[src/rtl/core/led_keyframe_pattern_player_defines.svh]
// Assertion macros used by the keyframe player top level.
`ifndef LED_KEYFRAME_PATTERN_PLAYER_DEFINES_SVH
`define LED_KEYFRAME_PATTERN_PLAYER_DEFINES_SVH

// Same-cycle implication, clocked on clk_i, off while rst_ni is low.
`define LKP_ASSERT_NOW(lbl, ante, cons, msg) \
  lbl: assert property (@(posedge clk_i) disable iff (!rst_ni) (ante) |-> (cons)) \
    else $error(msg);

// Next-cycle implication, clocked on clk_i, off while rst_ni is low.
`define LKP_ASSERT_NEXT(lbl, ante, cons, msg) \
  lbl: assert property (@(posedge clk_i) disable iff (!rst_ni) (ante) |=> (cons)) \
    else $error(msg);

`endif

[src/rtl/core/lkp_pkg.sv]
// Types, constants and microcode table of the keyframe pattern player.
package lkp_pkg;

  localparam int unsigned MaxKeyframesDef = 16;
  localparam int unsigned TimeWidthDef    = 24;
  localparam logic [7:0]  TickPeriodReset = 8'd10;

  typedef enum logic [1:0] {
    REQ_TICK  = 2'd0,
    REQ_LOAD  = 2'd1,
    REQ_START = 2'd2,
    REQ_SET   = 2'd3
  } req_type_e;

  typedef struct packed {
    req_type_e   req_type;
    logic [3:0]  key_index;
    logic [23:0] key_time;
    logic        key_on;
    logic [4:0]  key_count;
    logic [23:0] cycle_ms;
    logic        set_level;
  } in_item_t;

  typedef struct packed {
    logic led_on;
    logic is_running;
    logic is_repeating;
  } out_item_t;

  // Datapath operations, one per control word.
  typedef enum logic [3:0] {
    OP_NOP,
    OP_LATCH,
    OP_SET,
    OP_ADD_TICK,
    OP_LOAD,
    OP_CLR_I,
    OP_INC_I,
    OP_WR_ACTIVE,
    OP_ARM,
    OP_WRAP,
    OP_RD_STEP,
    OP_APPLY,
    OP_END,
    OP_EMIT
  } uop_e;

  // Jump conditions.
  typedef enum logic [3:0] {
    C_NEVER,
    C_ALWAYS,
    C_NO_BEAT,
    C_REQ_TICK,
    C_REQ_LOAD,
    C_REQ_START,
    C_NOT_PLAYING,
    C_EMPTY,
    C_HDR_DIFF,
    C_MISMATCH,
    C_I_LT_CNT,
    C_STEP_END,
    C_NOT_DUE,
    C_STEP_LT_CNT,
    C_OUT_BUSY
  } cond_e;

  typedef logic [4:0] upc_t;

  typedef struct packed {
    uop_e  op;
    cond_e cond;
    upc_t  target;
  } uword_t;

  typedef struct packed {
    uop_e op;
    logic idle;
  } ctrl_t;

  typedef struct packed {
    logic req_tick;
    logic req_load;
    logic req_start;
    logic not_playing;
    logic empty;
    logic hdr_diff;
    logic mismatch;
    logic i_lt_cnt;
    logic step_end;
    logic not_due;
    logic step_lt_cnt;
  } dp_status_t;

  // Microcode addresses.
  localparam upc_t UA_IDLE     = 5'd0;
  localparam upc_t UA_DISP0    = 5'd1;
  localparam upc_t UA_DISP1    = 5'd2;
  localparam upc_t UA_DISP2    = 5'd3;
  localparam upc_t UA_SET      = 5'd4;
  localparam upc_t UA_TICK     = 5'd5;
  localparam upc_t UA_TICK_ADD = 5'd6;
  localparam upc_t UA_LOAD     = 5'd7;
  localparam upc_t UA_START    = 5'd8;
  localparam upc_t UA_HDR      = 5'd9;
  localparam upc_t UA_CMP_RD   = 5'd10;
  localparam upc_t UA_CMP_CHK  = 5'd11;
  localparam upc_t UA_CMP_LOOP = 5'd12;
  localparam upc_t UA_CMP_SAME = 5'd13;
  localparam upc_t UA_COPY     = 5'd14;
  localparam upc_t UA_CP_RD    = 5'd15;
  localparam upc_t UA_CP_WR    = 5'd16;
  localparam upc_t UA_CP_LOOP  = 5'd17;
  localparam upc_t UA_ARM      = 5'd18;
  localparam upc_t UA_ADV      = 5'd19;
  localparam upc_t UA_ADV_RD   = 5'd20;
  localparam upc_t UA_ADV_APP  = 5'd21;
  localparam upc_t UA_ADV_LOOP = 5'd22;
  localparam upc_t UA_END      = 5'd23;
  localparam upc_t UA_OUT      = 5'd24;
  localparam upc_t UA_RET      = 5'd25;

  // A condition that holds jumps to the target, otherwise fall through.
  function automatic uword_t lkp_ucode(upc_t addr);
    uword_t w;
    case (addr)
      UA_IDLE:     w = '{op: OP_LATCH,     cond: C_NO_BEAT,     target: UA_IDLE};
      UA_DISP0:    w = '{op: OP_NOP,       cond: C_REQ_TICK,    target: UA_TICK};
      UA_DISP1:    w = '{op: OP_NOP,       cond: C_REQ_LOAD,    target: UA_LOAD};
      UA_DISP2:    w = '{op: OP_NOP,       cond: C_REQ_START,   target: UA_START};
      UA_SET:      w = '{op: OP_SET,       cond: C_ALWAYS,      target: UA_OUT};
      UA_TICK:     w = '{op: OP_NOP,       cond: C_NOT_PLAYING, target: UA_OUT};
      UA_TICK_ADD: w = '{op: OP_ADD_TICK,  cond: C_ALWAYS,      target: UA_ADV};
      UA_LOAD:     w = '{op: OP_LOAD,      cond: C_ALWAYS,      target: UA_OUT};
      UA_START:    w = '{op: OP_NOP,       cond: C_EMPTY,       target: UA_OUT};
      UA_HDR:      w = '{op: OP_CLR_I,     cond: C_HDR_DIFF,    target: UA_COPY};
      UA_CMP_RD:   w = '{op: OP_NOP,       cond: C_NEVER,       target: UA_IDLE};
      UA_CMP_CHK:  w = '{op: OP_INC_I,     cond: C_MISMATCH,    target: UA_COPY};
      UA_CMP_LOOP: w = '{op: OP_NOP,       cond: C_I_LT_CNT,    target: UA_CMP_RD};
      UA_CMP_SAME: w = '{op: OP_NOP,       cond: C_ALWAYS,      target: UA_OUT};
      UA_COPY:     w = '{op: OP_CLR_I,     cond: C_NEVER,       target: UA_IDLE};
      UA_CP_RD:    w = '{op: OP_NOP,       cond: C_NEVER,       target: UA_IDLE};
      UA_CP_WR:    w = '{op: OP_WR_ACTIVE, cond: C_NEVER,       target: UA_IDLE};
      UA_CP_LOOP:  w = '{op: OP_NOP,       cond: C_I_LT_CNT,    target: UA_CP_RD};
      UA_ARM:      w = '{op: OP_ARM,       cond: C_NEVER,       target: UA_IDLE};
      UA_ADV:      w = '{op: OP_WRAP,      cond: C_NEVER,       target: UA_IDLE};
      UA_ADV_RD:   w = '{op: OP_RD_STEP,   cond: C_STEP_END,    target: UA_END};
      UA_ADV_APP:  w = '{op: OP_APPLY,     cond: C_NOT_DUE,     target: UA_OUT};
      UA_ADV_LOOP: w = '{op: OP_NOP,       cond: C_STEP_LT_CNT, target: UA_ADV};
      UA_END:      w = '{op: OP_END,       cond: C_ALWAYS,      target: UA_OUT};
      UA_OUT:      w = '{op: OP_EMIT,      cond: C_OUT_BUSY,    target: UA_OUT};
      UA_RET:      w = '{op: OP_NOP,       cond: C_ALWAYS,      target: UA_IDLE};
      default:     w = '{op: OP_NOP,       cond: C_ALWAYS,      target: UA_IDLE};
    endcase
    return w;
  endfunction

endpackage

[src/rtl/core/led_keyframe_pattern_player.sv]
// Top level of the keyframe LED pattern player.
// One item at a time runs through a microcoded sequencer that drives a datapath
// with the keyframe tables, which have registered reads. A tick applies the
// keyframes that are due; a start copies its keyframes in and restarts play
// unless they match the running pattern. The result sits in an output register,
// so the next item is taken while it waits; a result that is still stalled when
// the next one is ready holds the sequencer until the sink takes it. No clearing
// pass after reset.
`include "led_keyframe_pattern_player_defines.svh"

module led_keyframe_pattern_player #(
  parameter int unsigned MAX_KEYFRAMES = lkp_pkg::MaxKeyframesDef,
  parameter int unsigned TIME_WIDTH    = lkp_pkg::TimeWidthDef
) (
  input  logic               clk_i,
  input  logic               rst_ni,
  input  logic               cfg_we_i,
  input  logic [7:0]         cfg_wdata_i,
  input  logic               in_valid_i,
  output logic               in_stall_o,
  input  lkp_pkg::in_item_t  in_data_i,
  output logic               out_valid_o,
  input  logic               out_stall_i,
  output lkp_pkg::out_item_t out_data_o
);
  import lkp_pkg::*;

  logic [7:0] tick_q;
  ctrl_t      ctrl;
  dp_status_t status;
  out_item_t  result, out_q;
  logic       out_valid_q, out_busy, in_beat, emit;

  assign in_stall_o = !ctrl.idle;
  assign in_beat    = in_valid_i && !in_stall_o;
  assign out_busy   = out_valid_q && out_stall_i;
  assign emit       = (ctrl.op == OP_EMIT) && !out_busy;

  always_ff @(posedge clk_i or negedge rst_ni) begin
    if (!rst_ni) begin
      tick_q <= TickPeriodReset;
    end else if (cfg_we_i) begin
      tick_q <= cfg_wdata_i;
    end
  end

  lkp_sequencer u_seq (
    .clk_i,
    .rst_ni,
    .in_valid_i,
    .out_busy_i (out_busy),
    .status_i   (status),
    .ctrl_o     (ctrl)
  );

  lkp_datapath #(
    .MAX_KEYFRAMES (MAX_KEYFRAMES),
    .TIME_WIDTH    (TIME_WIDTH)
  ) u_dp (
    .clk_i,
    .rst_ni,
    .op_i          (ctrl.op),
    .in_data_i,
    .tick_period_i (tick_q),
    .status_o      (status),
    .result_o      (result)
  );

  // Hold the result beat until the sink takes it.
  always_ff @(posedge clk_i or negedge rst_ni) begin
    if (!rst_ni) begin
      out_valid_q <= 1'b0;
    end else if (emit) begin
      out_valid_q <= 1'b1;
    end else if (!out_stall_i) begin
      out_valid_q <= 1'b0;
    end
  end

  always_ff @(posedge clk_i) begin
    if (emit) out_q <= result;
  end

  assign out_valid_o = out_valid_q;
  assign out_data_o  = out_q;

  `LKP_ASSERT_NOW(a_emit_only, $rose(out_valid_q), $past(ctrl.op == OP_EMIT), "result without emit step")
  `LKP_ASSERT_NOW(a_rep_run, out_valid_q && out_q.is_repeating, out_q.is_running, "repeat while stopped")
  `LKP_ASSERT_NEXT(a_beat_leaves_idle, in_beat, !ctrl.idle, "sequencer stayed idle after beat")

endmodule

[src/rtl/core/lkp_sequencer.sv]
// Microcode step counter and jump logic of the keyframe pattern player.
module lkp_sequencer (
  input  logic               clk_i,
  input  logic               rst_ni,
  input  logic               in_valid_i,
  input  logic               out_busy_i,
  input  lkp_pkg::dp_status_t status_i,
  output lkp_pkg::ctrl_t      ctrl_o
);
  import lkp_pkg::*;

  upc_t   upc_q, upc_d;
  uword_t uw;
  logic   take;

  assign uw = lkp_ucode(upc_q);

  always_comb begin
    case (uw.cond)
      C_NEVER:       take = 1'b0;
      C_ALWAYS:      take = 1'b1;
      C_NO_BEAT:     take = !in_valid_i;
      C_REQ_TICK:    take = status_i.req_tick;
      C_REQ_LOAD:    take = status_i.req_load;
      C_REQ_START:   take = status_i.req_start;
      C_NOT_PLAYING: take = status_i.not_playing;
      C_EMPTY:       take = status_i.empty;
      C_HDR_DIFF:    take = status_i.hdr_diff;
      C_MISMATCH:    take = status_i.mismatch;
      C_I_LT_CNT:    take = status_i.i_lt_cnt;
      C_STEP_END:    take = status_i.step_end;
      C_NOT_DUE:     take = status_i.not_due;
      C_STEP_LT_CNT: take = status_i.step_lt_cnt;
      C_OUT_BUSY:    take = out_busy_i;
      default:       take = 1'b0;
    endcase
    upc_d = take ? uw.target : upc_q + upc_t'(1);
  end

  always_ff @(posedge clk_i or negedge rst_ni) begin
    if (!rst_ni) begin
      upc_q <= UA_IDLE;
    end else begin
      upc_q <= upc_d;
    end
  end

  assign ctrl_o.op   = uw.op;
  assign ctrl_o.idle = (upc_q == UA_IDLE);

endmodule

[src/rtl/core/lkp_datapath.sv]
// Keyframe tables, timing registers and player state of the pattern player.
module lkp_datapath #(
  parameter int unsigned MAX_KEYFRAMES = lkp_pkg::MaxKeyframesDef,
  parameter int unsigned TIME_WIDTH    = lkp_pkg::TimeWidthDef
) (
  input  logic                clk_i,
  input  logic                rst_ni,
  input  lkp_pkg::uop_e       op_i,
  input  lkp_pkg::in_item_t   in_data_i,
  input  logic [7:0]          tick_period_i,
  output lkp_pkg::dp_status_t status_o,
  output lkp_pkg::out_item_t  result_o
);
  import lkp_pkg::*;

  localparam int unsigned IW = (MAX_KEYFRAMES > 1) ? $clog2(MAX_KEYFRAMES) : 1;
  localparam int unsigned CW = $clog2(MAX_KEYFRAMES + 1);
  localparam int unsigned TW = TIME_WIDTH;

  // Table word: time above, level in bit 0.
  logic [TW:0] stg_mem [MAX_KEYFRAMES];
  logic [TW:0] act_mem [MAX_KEYFRAMES];
  logic [MAX_KEYFRAMES-1:0] stg_vld_q, stg_vld_d;
  logic [TW:0] stg_rd_q, act_rd_q, stg_word;
  logic        stg_rd_vld_q;

  in_item_t    req_q;
  logic [CW-1:0] cnt_q;
  logic [CW-1:0] count_q, count_d;
  logic [CW-1:0] step_q, step_d;
  logic [CW-1:0] i_q, i_d;
  logic [TW-1:0] elapsed_q, elapsed_d;
  logic [TW-1:0] cycle_q, cycle_d;
  logic          playing_q, playing_d;
  logic          led_q, led_d;

  logic [TW-1:0] key_tw, cyc_tw;
  logic [TW:0]   tick_sum;
  logic [IW-1:0] ld_addr, i_idx, act_raddr;
  logic          ld_ok, stg_we, act_we, wrap_hit, due;

  assign key_tw    = TW'(req_q.key_time);
  assign cyc_tw    = TW'(req_q.cycle_ms);
  assign ld_addr   = IW'(req_q.key_index);
  assign ld_ok     = 32'(req_q.key_index) < MAX_KEYFRAMES;
  assign i_idx     = i_q[IW-1:0];
  assign act_raddr = (op_i == OP_RD_STEP) ? step_q[IW-1:0] : i_idx;
  assign stg_word  = stg_rd_vld_q ? stg_rd_q : '0;
  assign stg_we    = (op_i == OP_LOAD) && ld_ok;
  assign act_we    = (op_i == OP_WR_ACTIVE);
  assign tick_sum  = {1'b0, elapsed_q} + (TW + 1)'(tick_period_i);
  assign wrap_hit  = (cycle_q != '0) && (elapsed_q >= cycle_q);
  assign due       = elapsed_q >= act_rd_q[TW:1];

  always_ff @(posedge clk_i) begin
    if (stg_we) begin
      stg_mem[ld_addr] <= {key_tw, req_q.key_on};
    end
    stg_rd_q     <= stg_mem[i_idx];
    stg_rd_vld_q <= stg_vld_q[i_idx];
  end

  always_ff @(posedge clk_i) begin
    if (act_we) begin
      act_mem[i_idx] <= stg_word;
    end
    act_rd_q <= act_mem[act_raddr];
  end

  // Hold the item and its clamped keyframe count.
  always_ff @(posedge clk_i) begin
    if (op_i == OP_LATCH) begin
      req_q <= in_data_i;
      cnt_q <= (32'(in_data_i.key_count) > MAX_KEYFRAMES) ?
               CW'(MAX_KEYFRAMES) : CW'(in_data_i.key_count);
    end
  end

  always_comb begin
    stg_vld_d = stg_vld_q;
    count_d   = count_q;
    step_d    = step_q;
    i_d       = i_q;
    elapsed_d = elapsed_q;
    cycle_d   = cycle_q;
    playing_d = playing_q;
    led_d     = led_q;
    case (op_i)
      OP_SET: begin
        playing_d = 1'b0;
        led_d     = req_q.set_level;
      end
      OP_ADD_TICK: begin
        elapsed_d = tick_sum[TW] ? '1 : tick_sum[TW-1:0];
      end
      OP_LOAD: begin
        if (ld_ok) stg_vld_d[ld_addr] = 1'b1;
      end
      OP_CLR_I: i_d = '0;
      OP_INC_I: i_d = i_q + CW'(1);
      OP_WR_ACTIVE: i_d = i_q + CW'(1);
      OP_ARM: begin
        count_d   = cnt_q;
        step_d    = '0;
        elapsed_d = '0;
        cycle_d   = cyc_tw;
        playing_d = 1'b1;
      end
      OP_WRAP: begin
        // Restart the cycle and drop the overshoot.
        if (wrap_hit) begin
          step_d    = '0;
          elapsed_d = '0;
        end
      end
      OP_APPLY: begin
        if (due) begin
          led_d  = act_rd_q[0];
          step_d = step_q + CW'(1);
        end
      end
      OP_END: begin
        if (cycle_q == '0) playing_d = 1'b0;
      end
      default: ;
    endcase
  end

  always_ff @(posedge clk_i or negedge rst_ni) begin
    if (!rst_ni) begin
      stg_vld_q <= '0;
      count_q   <= '0;
      step_q    <= '0;
      i_q       <= '0;
      elapsed_q <= '0;
      cycle_q   <= '0;
      playing_q <= 1'b0;
      led_q     <= 1'b0;
    end else begin
      stg_vld_q <= stg_vld_d;
      count_q   <= count_d;
      step_q    <= step_d;
      i_q       <= i_d;
      elapsed_q <= elapsed_d;
      cycle_q   <= cycle_d;
      playing_q <= playing_d;
      led_q     <= led_d;
    end
  end

  assign status_o.req_tick    = (req_q.req_type == REQ_TICK);
  assign status_o.req_load    = (req_q.req_type == REQ_LOAD);
  assign status_o.req_start   = (req_q.req_type == REQ_START);
  assign status_o.not_playing = !playing_q;
  assign status_o.empty       = (cnt_q == '0);
  assign status_o.hdr_diff    = !(playing_q && (cycle_q == cyc_tw) && (count_q == cnt_q));
  assign status_o.mismatch    = (act_rd_q != stg_word);
  assign status_o.i_lt_cnt    = (i_q < cnt_q);
  assign status_o.step_end    = (step_q >= count_q);
  assign status_o.not_due     = !due;
  assign status_o.step_lt_cnt = (step_q < count_q);

  assign result_o.led_on       = led_q;
  assign result_o.is_running   = playing_q;
  assign result_o.is_repeating = playing_q && (cycle_q != '0);

endmodule
[config.mk]
export PLATFORM = sky130hd
export DESIGN_NAME = led_keyframe_pattern_player
export DESIGN_NICKNAME = d
export VERILOG_FILES = /design/src/rtl/core/lkp_pkg.sv /design/src/rtl/core/led_keyframe_pattern_player.sv /design/src/rtl/core/lkp_sequencer.sv /design/src/rtl/core/lkp_datapath.sv
export VERILOG_INCLUDE_DIRS = /design/src /design/src/rtl/core
export SDC_FILE = /design/constraint.sdc
export NUM_CORES = 1
export LEC_CHECK = 0
export BUFFER_PORTS_ARGS = -buffer_cell sky130_fd_sc_hd__clkbuf_2
export CAP_MARGIN = 20
export CELL_PAD_IN_SITES_DETAIL_PLACEMENT = 1
export CELL_PAD_IN_SITES_GLOBAL_PLACEMENT = 2
export CORE_UTILIZATION = 39
export CTS_CLUSTER_DIAMETER = 150
export DETAILED_ROUTE_END_ITERATION = 8
export GPL_TIMING_DRIVEN = 0
export PLACE_DENSITY_LB_ADDON = 0.1
export SYNTH_ARGS = -nofsm -noshare
export SYNTH_HDL_FRONTEND = slang
export SYNTH_HIERARCHICAL = 1
export SYNTH_SLANG_ARGS = --single-unit
[constraint.sdc]
create_clock -name clk_i -period 11.7 [get_ports clk_i]
set_input_delay 2.925 -clock clk_i [delete_from_list [all_inputs] [get_ports clk_i]]
set_output_delay 2.925 -clock clk_i [all_outputs]
set_load 0.005 [all_outputs]
Yosys cells after proc, flatten, opt, wreduce, memory -nomap -nowiden:

Memory sizes are Yosys's and may differ from the RTL's. A register that Yosys moved wholly into a read port is not among the register bits.
Cells that the tools add are included.

* flip-flop bits (word level): 160
* bits in writable memories: 800
* ROM bits: 416
* input port bits: 74
* output and inout port bits: 5
* word-level logic and storage cells: 128
* memories kept: 3

* add/sub/neg operators: 4
* magnitude comparators: 9
* equal/unequal tests: 36
* multiplexer cells: 25
* bitwise operators: 1
* reductions and logical operators: 28

Memories
* (name not given): words 32, bits a word 13, rd ports 1, clocked after memory_dff 0, write ports 0, RTL line lkp_pkg.sv:126 `case (addr)`
* u_dp.act_mem: words 16, bits a word 25, rd ports 1, clocked after memory_dff 1, write ports 1, RTL line lkp_datapath.sv:22 `logic [TW:0] act_mem [MAX_KEYFRAMES];`
* u_dp.stg_mem: words 16, bits a word 25, rd ports 1, clocked after memory_dff 1, write ports 1, RTL line lkp_datapath.sv:21 `logic [TW:0] stg_mem [MAX_KEYFRAMES];`

Operators by type and width (number)
* one-hot mux 24 bit (3 select lines): 1
* equality test 4 bit, second input constant: 13
* greater-or-equal comparator 24 bit: 2
* two-way mux 24 bit: 2
* equality test 4 x 3 -> 1 bit, second input constant: 8
* adder 24 x 8 -> 25 bit: 1
* two-way mux 25 bit: 1
* inequality test 25 bit: 1
* equality test 24 bit: 1
* logical NOT 24 bit: 1
* nonzero test 24 bit: 1
* equality test 4 x 2 -> 1 bit, second input constant: 4
* bitwise OR 16 bit: 1
* adder 5 x 1 -> 5 bit, second input constant: 3
* two-way mux 5 bit: 3
* one-hot mux 5 bit (3 select lines): 1
* one-hot mux 1 bit (14 select lines): 1
* logical NOT 5 bit: 2
* < comparator 4 x 5 -> 1 bit, second input constant: 2
* < comparator 5 bit: 2
* two-way mux 1 bit: 10
* one-hot mux 5 bit (2 select lines): 1
* nonzero test 3 bit: 3
* equality test 4 x 1 -> 1 bit, second input constant: 2
* 19 further kinds: 36

Logic depth before layout (Yosys ltp):

Gate-level depths: netlist of the first run.

* word-level depth: 6
* depth in mapped cells: 17

Modules after synthesis:

Netlist of the first run, hierarchy kept.

By module, submodules not included
* lkp_datapath: times used 1, cells an instance 2063, area an instance 39669.3 um^2
* lkp_sequencer: times used 1, cells an instance 127, area an instance 1057.3 um^2
* led_keyframe_pattern_player: times used 1, cells an instance 26, area an instance 478.0 um^2

Worst setup path after synthesis of the first run:

OpenSTA, ideal clock, no wires.

* kind: register -> register
* start point: register u_seq.upc_q[0]
* end point: register u_dp.cnt_q[0], enable pin
* data arrival time: 7666 ps
* data required time: 11070 ps
* slack: 3404 ps
* stages on the path, launching flop included: 12
* path buffers: 4
* clock period less this slack: 8296 ps
* path through: dfrtp_1 > clkbuf_1 > inv_1 > ha_1 > buf_2 > a21oi_1 > nand2_1 > o21ai_0 > o21ai_1 > clkbuf_1 > clkbuf_1 > nor4_1

RTL lines
* from (decl): RTL line lkp_sequencer.sv:12 `upc_t upc_q, upc_d;`
* from (signal assigned): RTL line lkp_sequencer.sv:44 `upc_q <= upc_d;`
* to (signal assigned): RTL line lkp_datapath.sv:74 `cnt_q <= (32'(in_data_i.key_count) > MAX_KEYFRAMES) ?`
* to (decl): RTL line lkp_datapath.sv:28 `logic [CW-1:0] cnt_q;`

==> summary.md, run 1 <==
| Metric | Value |
|---|---|
| Status | completed |
| R2R setup slack | 6690 ps |
| Post-Syn Area | 41200 sq um |
| CTS Hold Bufs | 0 |
| Sequential share of the synthesized area | 0.712 |
| Fill count | 9693 |
| Total track usage | 0.201 |
| Max-Cap Viols | 0 |
| Drt total wl | 105000 microns |
| Synth Warn # | 6 |
| Pwr Total | 11.5 mW |
| DR vias/cell | 5.40 |
| Die footprint | 107000 sq um |
| Reg2Reg Depth | 17 |
| CTS tree | built |
| Arr. time, crit path | 2410 ps |
| 1st-iter DRT viols | 1317 |
| Critical register-to-register path startpoint | u_seq/upc_q[0] |
| Largest net degree at the start of global routing | 96 |
| Period utilization | 0.456 |
| Routed len/inst | 26.8 microns |
| Ranking of synthesized cells by area | edfxtp_1 63%, mux4_2 13%, dfrtp_1 5.6% |
| WP data required | 8780 ps |
| Power per cell area | 240 nW/um^2 |
| Antenna Cells | 0 |
| Final hold vios | 0 |
| Top FF cell, synth | edfxtp_1 |
| CTS Sinks | 1010 |
| Worst-Margin Slew | 1100 ps |
| Inst Count DP | 3733 |
| Remaining Overflow, GRT | 0 |
| CP Max Fanout | 10 |
| # port buffers | 77 |
| RSZ-0062 raised after global routing | no |
| First-pass GRT wire length | 157000 microns |
| Post-Layout Cell Count | 3938 |
| Area share of the largest cell type after synthesis | 0.630 |
| Post-layout nets | 2618 |
| DR vias | 21271 |
| Fin crit period | 5330 ps |
| Clock Pin Slew Worst Setup and Hold Paths | 60 ps |
| Nature of the critical path startpoint | flop |
| CP Launch Point | u_seq/upc_q[0] |
| Root Driver | clkbuf_16 |
| Synth cell types | 98 |
| Clk buf depth | 3 |
| Fmax | 187 MHz |
| Vias in the first global route | 23115 |
| Yosys reg bits | 1010 |
| Drt first pass iters | 5 |
| Yosys top cell by area | edfxtp_1 |
| Slew Limit Fails | 0 |
| Syn_nets | 2368 |
| Fin Clk Skew | 30.5 ps |
| DRC | 0 |
| Initial Util | 0.396 |
| Worst relative slew slack | 0.270 |
| Chip width | 327 microns |
| Synth cell count leaders | 864 x edfxtp_1, 230 x mux4_2, 93 x dfrtp_1 |
| Leakage | 16.9 nW |
| Synth-to-Final Area Change | 16.6% |
| RD Place Congestion | 0.794 |
| Share of cells above drive strength 1 | 0.253 |
| Worst Hold Class | flop to flop |
| Max VDD drop | 0.000176 V |
| Setup CP Type | flop to primary output |
| CTS resizes | 0 |
| RR Endpoint | u_dp/act_rd_q[15] |
| TritonCTS Buffers | 105 |
| Setup violators final | 0 |
| Ports | 79 |
| Clock latency on the worst-skew pair | 690 ps |
| Core area | 104000 sq um |
| DP HPWL | 73700 microns |
| Asr flop ratio synth | 0.0941 |
| Synth Instances | 2216 |
| Antenna-violating nets left | 0 |
| Post-synth EDFFs | 864 |
| Most common cell in the netlist | edfxtp_1 |
| H-tree depth | 3 |
| Initial antenna violation count | 3 |
| Setup crit end kind | primary output |
| Die Y | 327 microns |
| Post-CTS Setup Bufs | 0 |
| Crit path to | in_stall_o |
| Row count | 118 |
| Syn avg cell area | 18.6 sq um |
-- cell type report --
| cell class | instances | area [sq um] | area share |
|---|---|---|---|
| buffer | 96 | 475 | 0.00989 |
| clock buffer | 149 | 2930 | 0.0611 |
| clock inverter | 50 | 537 | 0.0112 |
| inverter | 80 | 300 | 0.00625 |
| multi-input combinational | 1030 | 11300 | 0.235 |
| sequential | 1010 | 29300 | 0.611 |
| tap | 1380 | 1730 | 0.0359 |
| timing repair buffer | 143 | 1430 | 0.0297 |
-- worst min path at each step --
stage                                   from                 end  slack [ps]  cells past startpoint
after floorplan           u_dp/stg_vld_q[10]  u_dp/stg_vld_q[10]         430                      1
after global placement    u_dp/stg_vld_q[14]  u_dp/stg_vld_q[14]         450                      1
after detailed placement  u_dp/stg_vld_q[13]  u_dp/stg_vld_q[13]         450                      1
after CTS                 u_dp/stg_vld_q[15]  u_dp/stg_vld_q[15]         470                      1
after global routing       u_dp/stg_vld_q[6]   u_dp/stg_vld_q[6]         480                      1
final                      u_dp/stg_vld_q[6]   u_dp/stg_vld_q[6]         470                      1
-- registers in the layout (all words and copies together), names as in the netlist --
| name | flops |
|---|---|
| u_dp/act_mem | 400 |
| u_dp/stg_mem | 400 |
| u_dp/act_rd_q | 25 |
| u_dp/stg_rd_q | 25 |
| u_dp/cyc_tw | 24 |
| u_dp/cycle_q | 24 |
| u_dp/elapsed_q | 24 |
| u_dp/key_tw | 24 |
| u_dp/stg_vld_q | 16 |
| tick_q | 8 |
| u_dp/cnt_q | 5 |
| u_dp/count_q | 5 |
| u_dp/i_q | 5 |
| u_dp/step_q | 5 |
| u_seq/upc_q | 5 |
| u_dp/ld_addr | 4 |
| u_dp/req_q | 4 |
| out_data_o | 3 |
| out_valid_o | 1 |
| u_dp/led_q | 1 |
| u_dp/playing_q | 1 |
| u_dp/stg_rd_vld_q | 1 |
-- kinds of logic (layout without fill, tap and decap cells) --
logic type / after synthesis / count (layout) / synth area share
flops: 1010 / 1010 / 0.712
simple gates: 336 / 336 / 0.0423
mux: 333 / 333 / 0.152
compound gates: 222 / 222 / 0.0379
buf+inv: 176 / 518 / 0.0188
fa+ha+maj: 78 / 78 / 0.0239
xor+xnor: 61 / 61 / 0.0130
-- critical path, cell delays in order (launching register included) --
cell and delay, ps:
dfrtp_1 440, clkbuf_1 390, inv_1 160, ha_1 220
buf_2 180, and3_1 180, inv_1 40, clkbuf_2 100
-- routing by layer --
layer	vias up	GRT usage	part of all wire
met3	124	0.0260	0.032
met4	0	0.0434	0.018
met2	354	0.348	0.51
met1	11416	0.271	0.44
li1	9377	-	-
met5	-	0	0
-- metrics by stage --
step                area, sq um  setup WS (ps)  setup TNS [ps]  hold slack [ps]   util
floorplan                 41200           3400               0              434      -
global placement          43300          -2570         -155760              446  0.416
detailed placement        44500           6300               0              452  0.428
CTS                       48000           6260               0              469  0.461
global route              48100           6180               0              480  0.462
finish                    48100           6370               0              466  0.462
-- placed cells by master (no fill, tap or decap), drive strengths merged, types with 12 or more instances in the layout --
cell    Yosys  layout
a211oi     13      13
a21oi      43      43
and2       30      30
and3       14      14
buf        39     105
clkbuf     56     282
clkinv      0      36
dfrtp      93      93
dfxtp      51      51
edfxtp    864     864
ha         77      77
inv        80      82
mux2       12      12
mux2i      91      91
mux4      230     230
nand2      91      91
nand3      23      23
nand4      21      21
nor2       54      54
nor3       27      27
nor4       17      17
o21a       12      12
o21ai      65      65
or2        18      18
xnor2      35      35
xor2       26      26
-- where the power goes --
part	internal [mW]	switching, mW
sequential	4.69	0.424
combinational	1.24	1.82
clock	1.93	1.41
Note: power is estimated with default switching activity, not from simulation.
==> inputs of run 2 (changes only) <==
Clock period 11.7 ns to 4.6 ns, I/O delays scaled along.
==> run 2 against run 1 <==
Compared with the run above:
- sequential share of layout area fell by 0.54 points
- utilization rose by 0.41 points
- global-route usage rose by 0.14 points
- register-to-register slack got worse by 6400 ps
- count of clock-buffer cells in the layout rose by 6
- non-clock buffer count rose by 5
- clock power rose to 2.6 times the previous value
- clock skew rose by 10 ps
- critical endpoint is now u_dp/act_rd_q[12]
==> summary.md, run 2 (same netlist as run 1, synthesis figures left out) <==
| Metric | Value |
|---|---|
| Status | completed |
| Critical register-to-register path startpoint | u_seq/upc_q[0] |
| Slew Limit Fails | 0 |
| Commonest cells after routing, fill and taps aside | 864 x edfxtp_1, 230 x mux4_2, 111 x clkbuf_16, 93 x dfrtp_1, 91 x nand2_1 |
| Initial antenna violation count | 3 |
| Total track usage | 0.202 |
| Int Pwr | 20.2 mW |
| Remaining Overflow, GRT | 0 |
| RR Endpoint | u_dp/act_rd_q[12] |
| RSZ-0062 raised after global routing | no |
| Fin Clk Skew | 40.7 ps |
| CTS tree | built |
| Pwr Total | 29.6 mW |
| Share of cells above drive strength 1 | 0.261 |
| Post-Layout Cell Count | 3952 |
| DP Worst Slack | -502 ps |
| RD Place Congestion | 0.788 |
| Antenna-violating nets left | 0 |
| NetSw | 9.42 mW |
| Hold worst-path end | u_dp/stg_vld_q[6] |
| Dpl cell area | 44700 sq um |
| Worst hold path startpoint | u_dp/stg_vld_q[6] |
| Die footprint | 107000 sq um |
| Root Driver | clkbuf_16 |
| Slowest-stage cell, CP | clkdlybuf4s15_1 |
| Die Y | 327 microns |
| Vias in the first global route | 23179 |
| CP Max Fanout | 10 |
| Core area | 104000 sq um |
| Seq pwr share | 0.439 |
| Sw frac | 0.318 |
| Period utilization | 0.940 |
| DR vias | 21447 |
| Drt total wl | 106000 microns |
| Reg2Reg Depth | 15 |
| Post-layout nets | 2627 |
| First-pass GRT wire length | 158000 microns |
| Largest net degree at the start of global routing | 96 |
| Antenna Cells | 0 |
| Clock Pin Slew Worst Setup and Hold Paths | 60 ps |
| Drt first pass iters | 5 |
| Ports | 79 |
| Clock power share | 0.293 |
| H-tree depth | 3 |
| Fin crit period | 4330 ps |
| Max-Cap Viols | 0 |
| Final hold vios | 0 |
| Chip width | 327 microns |
| Inst Count DP | 3736 |
| Leakage | 17.1 nW |
| CTS Sinks | 1010 |
| Max VDD drop | 0.000399 V |
| # port buffers | 77 |
| Setup ws final | 274 ps |
| Worst-Margin Slew | 1110 ps |
| Clk buf depth | 3 |
| CTS Hold Bufs | 0 |
| Worst Hold Class | flop to flop |
| DP HPWL | 73600 microns |
| Power per cell area | 610 nW/um^2 |
| Cells along the critical path | buf_2 > inv_1 > ha_1 > buf_2 > nand2_1 > a21boi_0 > o21ai_1 > clkbuf_8 > nor2b_2 > and3_1 > buf_2 > mux2i_1 > buf_4 > clkdlybuf4s15_1 > mux2i_1 |
| Fmax | 231 MHz |
| Arr. time, crit path | 4920 ps |
| DRC | 0 |
| Routed len/inst | 26.9 microns |
| Worst relative slew slack | 0.253 |
| Peak per-stage delay on the critical path | 650 ps |
| DR vias/cell | 5.43 |
| Initial Util | 0.396 |
| Hold Path Cell Cnt | 1 |
| Row count | 118 |
| TritonCTS Buffers | 109 |
| R2R setup slack | 270 ps |
| Final instance area | 48500 sq um |
| WP data required | 5190 ps |
| Nature of the critical path startpoint | flop |
| Setup violators final | 0 |
| Clock latency on the worst-skew pair | 710 ps |
| Top Registers | u_dp/act_mem x400, u_dp/stg_mem x400 |
| Setup crit end kind | flop |
| Most frequent CP cell | buf_2 |
| Commonest non-fill, non-tap cell in the layout | edfxtp_1 |
| Setup CP Type | flop to flop |
| Synth-to-Final Area Change | 17.7% |
| CP Launch Point | u_seq/upc_q[0] |
| 1st-iter DRT viols | 1566 |
| Fill count | 9697 |
| Combinational Power Share | 0.268 |
[run 2: through the flow]
stage | utilization | setup TNS [ps] | hold slack (ps)
final | 0.466 | 0 | 471
after global routing | 0.466 | 0 | 485
after CTS | 0.464 | 0 | 470
after detailed placement | 0.429 | -12680 | 453
after global placement | 0.416 | -1556630 | 446
after floorplan | - | 0 | 434
[run 2: per-layer routing]
metal,wire (microns),vias to the layer above,GRT usage
met3,3720,113,0.0262
met4,1900,0,0.0416
met1,46900,11494,0.275
li1,-,9413,-
met5,0,-,0
met2,53600,427,0.349
[run 2: how the worst max path moves through the flow]
stage                                       to  slack (ps)
after floorplan             u_dp/act_mem[3][0]         150
after CTS                   u_dp/act_mem[1][8]           8
after detailed placement     u_dp/act_rd_q[10]        -500
final                        u_dp/act_rd_q[12]         270
after global routing      u_dp/stg_mem[12][11]           8
after global placement       u_dp/stg_vld_q[2]       -3030
[run 2: timing repair]
| item | CTS | global route |
|---|---|---|
| endpoints found under the hold margin | 0 | 0 |
| gates resized for setup | 35 | 26 |
| endpoints found under the setup margin | 64 | 158 |
| setup buffers | 0 | 6 |
| pin swaps | 0 | 4 |
[run 2: worst max-delay path: cells and delay by family (launching register included)]
family,cells,cell delay [ps]
and+or+nand+nor,3,550
adders and majority gates,1,200
muxes,2,830
buffers and inverters,7,1900
DFF,1,430
AOI/OAI and AO/OA,2,290
[run 2: power by group through the flow]
stage / clock, mW / combinational, mW / sequential [mW]
finish: 8.66 / 7.94 / 13.0
global route: 9.18 / 8.64 / 13.2
CTS: 8.88 / 8.04 / 13.0
detailed placement: 0 / 7.96 / 13.2
global placement: 0 / 7.36 / 13.0
floorplan: 0 / 5.17 / 12.7
[run 2: final cells by class]
class / instances / area, sq um / share of cell area
Clock buffer: 155 / 3040 / 0.0628
Clock inverter: 53 / 536 / 0.0110
Buffer: 96 / 591 / 0.0122
Multi-Input combinational cell: 1030 / 11400 / 0.235
Timing Repair Buffer: 148 / 1570 / 0.0324
Inverter: 80 / 300 / 0.00619
Sequential cell: 1010 / 29300 / 0.605
Tap cell: 1380 / 1730 / 0.0356
==> inputs of run 3 (changes only) <==
--- a/config.mk
+++ b/config.mk
@@ -10,5 +10,5 @@
 export CAP_MARGIN = 20
 export CELL_PAD_IN_SITES_DETAIL_PLACEMENT = 1
-export CELL_PAD_IN_SITES_GLOBAL_PLACEMENT = 2
+export CELL_PAD_IN_SITES_GLOBAL_PLACEMENT = 1
 export CORE_UTILIZATION = 39
 export CTS_CLUSTER_DIAMETER = 150
==> constraint.sdc (replaced) <==
create_clock -name clk_i -period 4.6 [get_ports clk_i]
set_input_delay 0 -clock clk_i [delete_from_list [all_inputs] [get_ports clk_i]]
set_output_delay 0 -clock clk_i [all_outputs]
set_load 0.005 [all_outputs]
==> run 3 against run 2 <==
Compared with the run above:
- global-route usage grew 0.28 points
- sequential power is essentially flat
- critical path depth grew 1
- first-iteration DRC count grew 3.2%
- final cell count grew 3.1%
- combinational power grew 2%
- non-clock buffer count grew 131
- critical path type unchanged
- total power shrank 0.19%
- largest power group unchanged
- register-to-register slack lost 30 ps
- sequential cell count is the same
- maximum frequency shrank 0.61%
- worst setup slack lost 27 ps
==> summary.md, run 3 (same netlist as run 1, synthesis figures left out) <==
| Metric | Value |
|---|---|
| Final hold vios | 0 |
| Synth-to-Final Area Change | 20.4% |
| Most frequent CP cell | mux2i_1 |
| Dpl cell area | 44600 sq um |
| Fill count | 9705 |
| H-tree depth | 3 |
| 1st-iter DRT viols | 1616 |
| Fin crit period | 4350 ps |
| DR vias | 22059 |
| Ports | 79 |
| Setup violators final | 0 |
| CP Max Fanout | 10 |
| DP Worst Slack | -474 ps |
| Status | completed |
| WP data required | 5130 ps |
| Reg2Reg Depth | 16 |
| Power per cell area | 595 nW/um^2 |
| Worst relative slew slack | 0.259 |
| CP Launch Point | u_seq/upc_q[0] |
| Root Driver | clkbuf_16 |
| Die footprint | 107000 sq um |
| Arr. time, crit path | 4890 ps |
| Remaining Overflow, GRT | 0 |
| TritonCTS Buffers | 109 |
| Clk buf depth | 3 |
| Drt total wl | 108000 microns |
| Clock latency on the worst-skew pair | 700 ps |
| Top Registers | u_dp/act_mem x400, u_dp/stg_mem x400 |
| Total track usage | 0.205 |
| Cells along the critical path | clkbuf_2 > inv_1 > ha_1 > o21a_2 > o21ai_0 > nand2_1 > o21ai_1 > inv_2 > and3_1 > buf_2 > mux2i_1 > buf_6 > buf_4 > mux4_2 > mux2i_1 > mux2i_1 |
| Final instance area | 49600 sq um |
| RSZ-0062 raised after global routing | no |
| Commonest non-fill, non-tap cell in the layout | edfxtp_1 |
| Initial antenna violation count | 2 |
| Worst-Margin Slew | 1110 ps |
| Nature of the critical path startpoint | flop |
| Clock Pin Slew Worst Setup and Hold Paths | 60 ps |
| Chip width | 327 microns |
| Commonest cells after routing, fill and taps aside | 864 x edfxtp_1, 230 x mux4_2, 134 x dlygate4sd3_1, 110 x clkbuf_16, 93 x dfrtp_1 |
| RR Endpoint | u_dp/act_rd_q[6] |
| Drt first pass iters | 4 |
| Slowest-stage cell, CP | mux4_2 |
| Multi-input logic area | 11400 sq um |
| Critical register-to-register path startpoint | u_seq/upc_q[0] |
| Core area | 104000 sq um |
| DR vias/cell | 5.41 |
| Initial Util | 0.396 |
| Row count | 118 |
| RD Place Congestion | 0.797 |
| Antenna Cells | 0 |
| Crit path to | u_dp/act_rd_q[6] |
| DRC | 0 |
| Family with the most delay on the worst path | buffers and inverters |
| Max VDD drop | 0.000434 V |
| # port buffers | 77 |
| Max-Cap Viols | 0 |
| Setup CP Type | flop to flop |
| Setup ws final | 248 ps |
| Share of cells above drive strength 1 | 0.250 |
| Period utilization | 0.946 |
| Peak per-stage delay on the critical path | 540 ps |
| DP HPWL | 72400 microns |
| CP bufs+invs | 6 |
| Post-layout nets | 2758 |
| CTS tree | built |
| CTS Sinks | 1010 |
| Seq. cell area | 29300 sq um |
| Fmax | 230 MHz |
| R2R setup slack | 250 ps |
| Crit path depth | 16 |
| Antenna-violating nets left | 0 |
| Slew Limit Fails | 0 |
| Worst Hold Class | input pin to flop |
| Die Y | 327 microns |
| First-pass GRT wire length | 160000 microns |
| Setup crit end kind | flop |
| Vias in the first global route | 23982 |
| Routed len/inst | 26.4 microns |
| Leakage | 17.5 nW |
| Fin Clk Skew | 27.2 ps |
| Largest net degree at the start of global routing | 68 |
-- run 3: cell count changes in the layout (fill, tap and decap cells not counted), sizes merged --
cell and delta:
clkbuf -1, inv +3, buf -5, clkinv -4, dlygate4sd3 +134, clkinvlp +1
clkdlybuf4s15 -2, bufinv -2
-- run 3: layout make-up --
| type | instances | share of cell area |
|---|---|---|
| Buffer | 96 | 0.0114 |
| Clock buffer | 150 | 0.0607 |
| Clock inverter | 51 | 0.00928 |
| Inverter | 80 | 0.00605 |
| Multi-Input combinational cell | 1030 | 0.230 |
| Sequential cell | 1010 | 0.591 |
| Tap cell | 1380 | 0.0348 |
| Timing Repair Buffer | 279 | 0.0569 |
-- run 3: worst reg2reg max path: cells and delay by family, from the launching register on --
kind,cells,cell delay [ps]
compound gates,3,680
fa+ha+maj,1,390
buf+inv,6,1330
flops,1,400
mux,4,1100
simple gates,2,290
-- run 3: power breakdown --
group	switching, mW	internal (mW)
Sequential	1.08	11.9
Clock	3.61	4.86
Combinational	4.72	3.34
-- run 3: repair_timing --
action	4_1_cts	5_1_grt
setup endpoints to repair	68	84
hold endpoints to repair	168	0
hold buffers	135	0
setup buffers	0	3
resized for setup	32	23
pin swaps	0	3
-- run 3: how the worst min path moves through the flow --
stage / endpoint / depth (start not counted) / slack, ps / startpoint
after floorplan: out_valid_o / 0 / -300 / rst_ni
after global placement: u_dp/key_tw[23] / 1 / 180 / in_data_i[54]
after CTS: u_dp/ld_addr[0] / 2 / 2 / in_data_i[55]
final: u_dp/ld_addr[0] / 2 / 50 / in_data_i[55]
after detailed placement: u_dp/cycle_q[6] / 1 / 170 / rst_ni
after global routing: u_dp/ld_addr[0] / 2 / 20 / in_data_i[55]
-- run 3: routing by layer --
layer / track usage / vias up / wire length, microns
li1: - / 9667 / -
met1: 0.278 / 11829 / 47300
met2: 0.351 / 420 / 54300
met3: 0.0294 / 141 / 3890
met4: 0.0441 / 2 / 2010
met5: 0 / - / 7
-- run 3: through the flow --
| stage | TNS [ps] | total power, mW | util | std cells | hold WS (ps) |
|---|---|---|---|---|---|
| 2_1_floorplan | 0 | 17.9 | - | 2216 | -296 |
| 3_3_place_gp | -1568520 | 20.3 | 0.416 | 3673 | 177 |
| 3_5_place_dp | -13010 | 21.1 | 0.428 | 3733 | 173 |
| 4_1_cts | 0 | 29.8 | 0.475 | 4069 | 2.47 |
| 5_1_grt | 0 | 30.9 | 0.477 | 4076 | 15.9 |
| 6_report | 0 | 29.5 | 0.477 | 4076 | 46.3 |
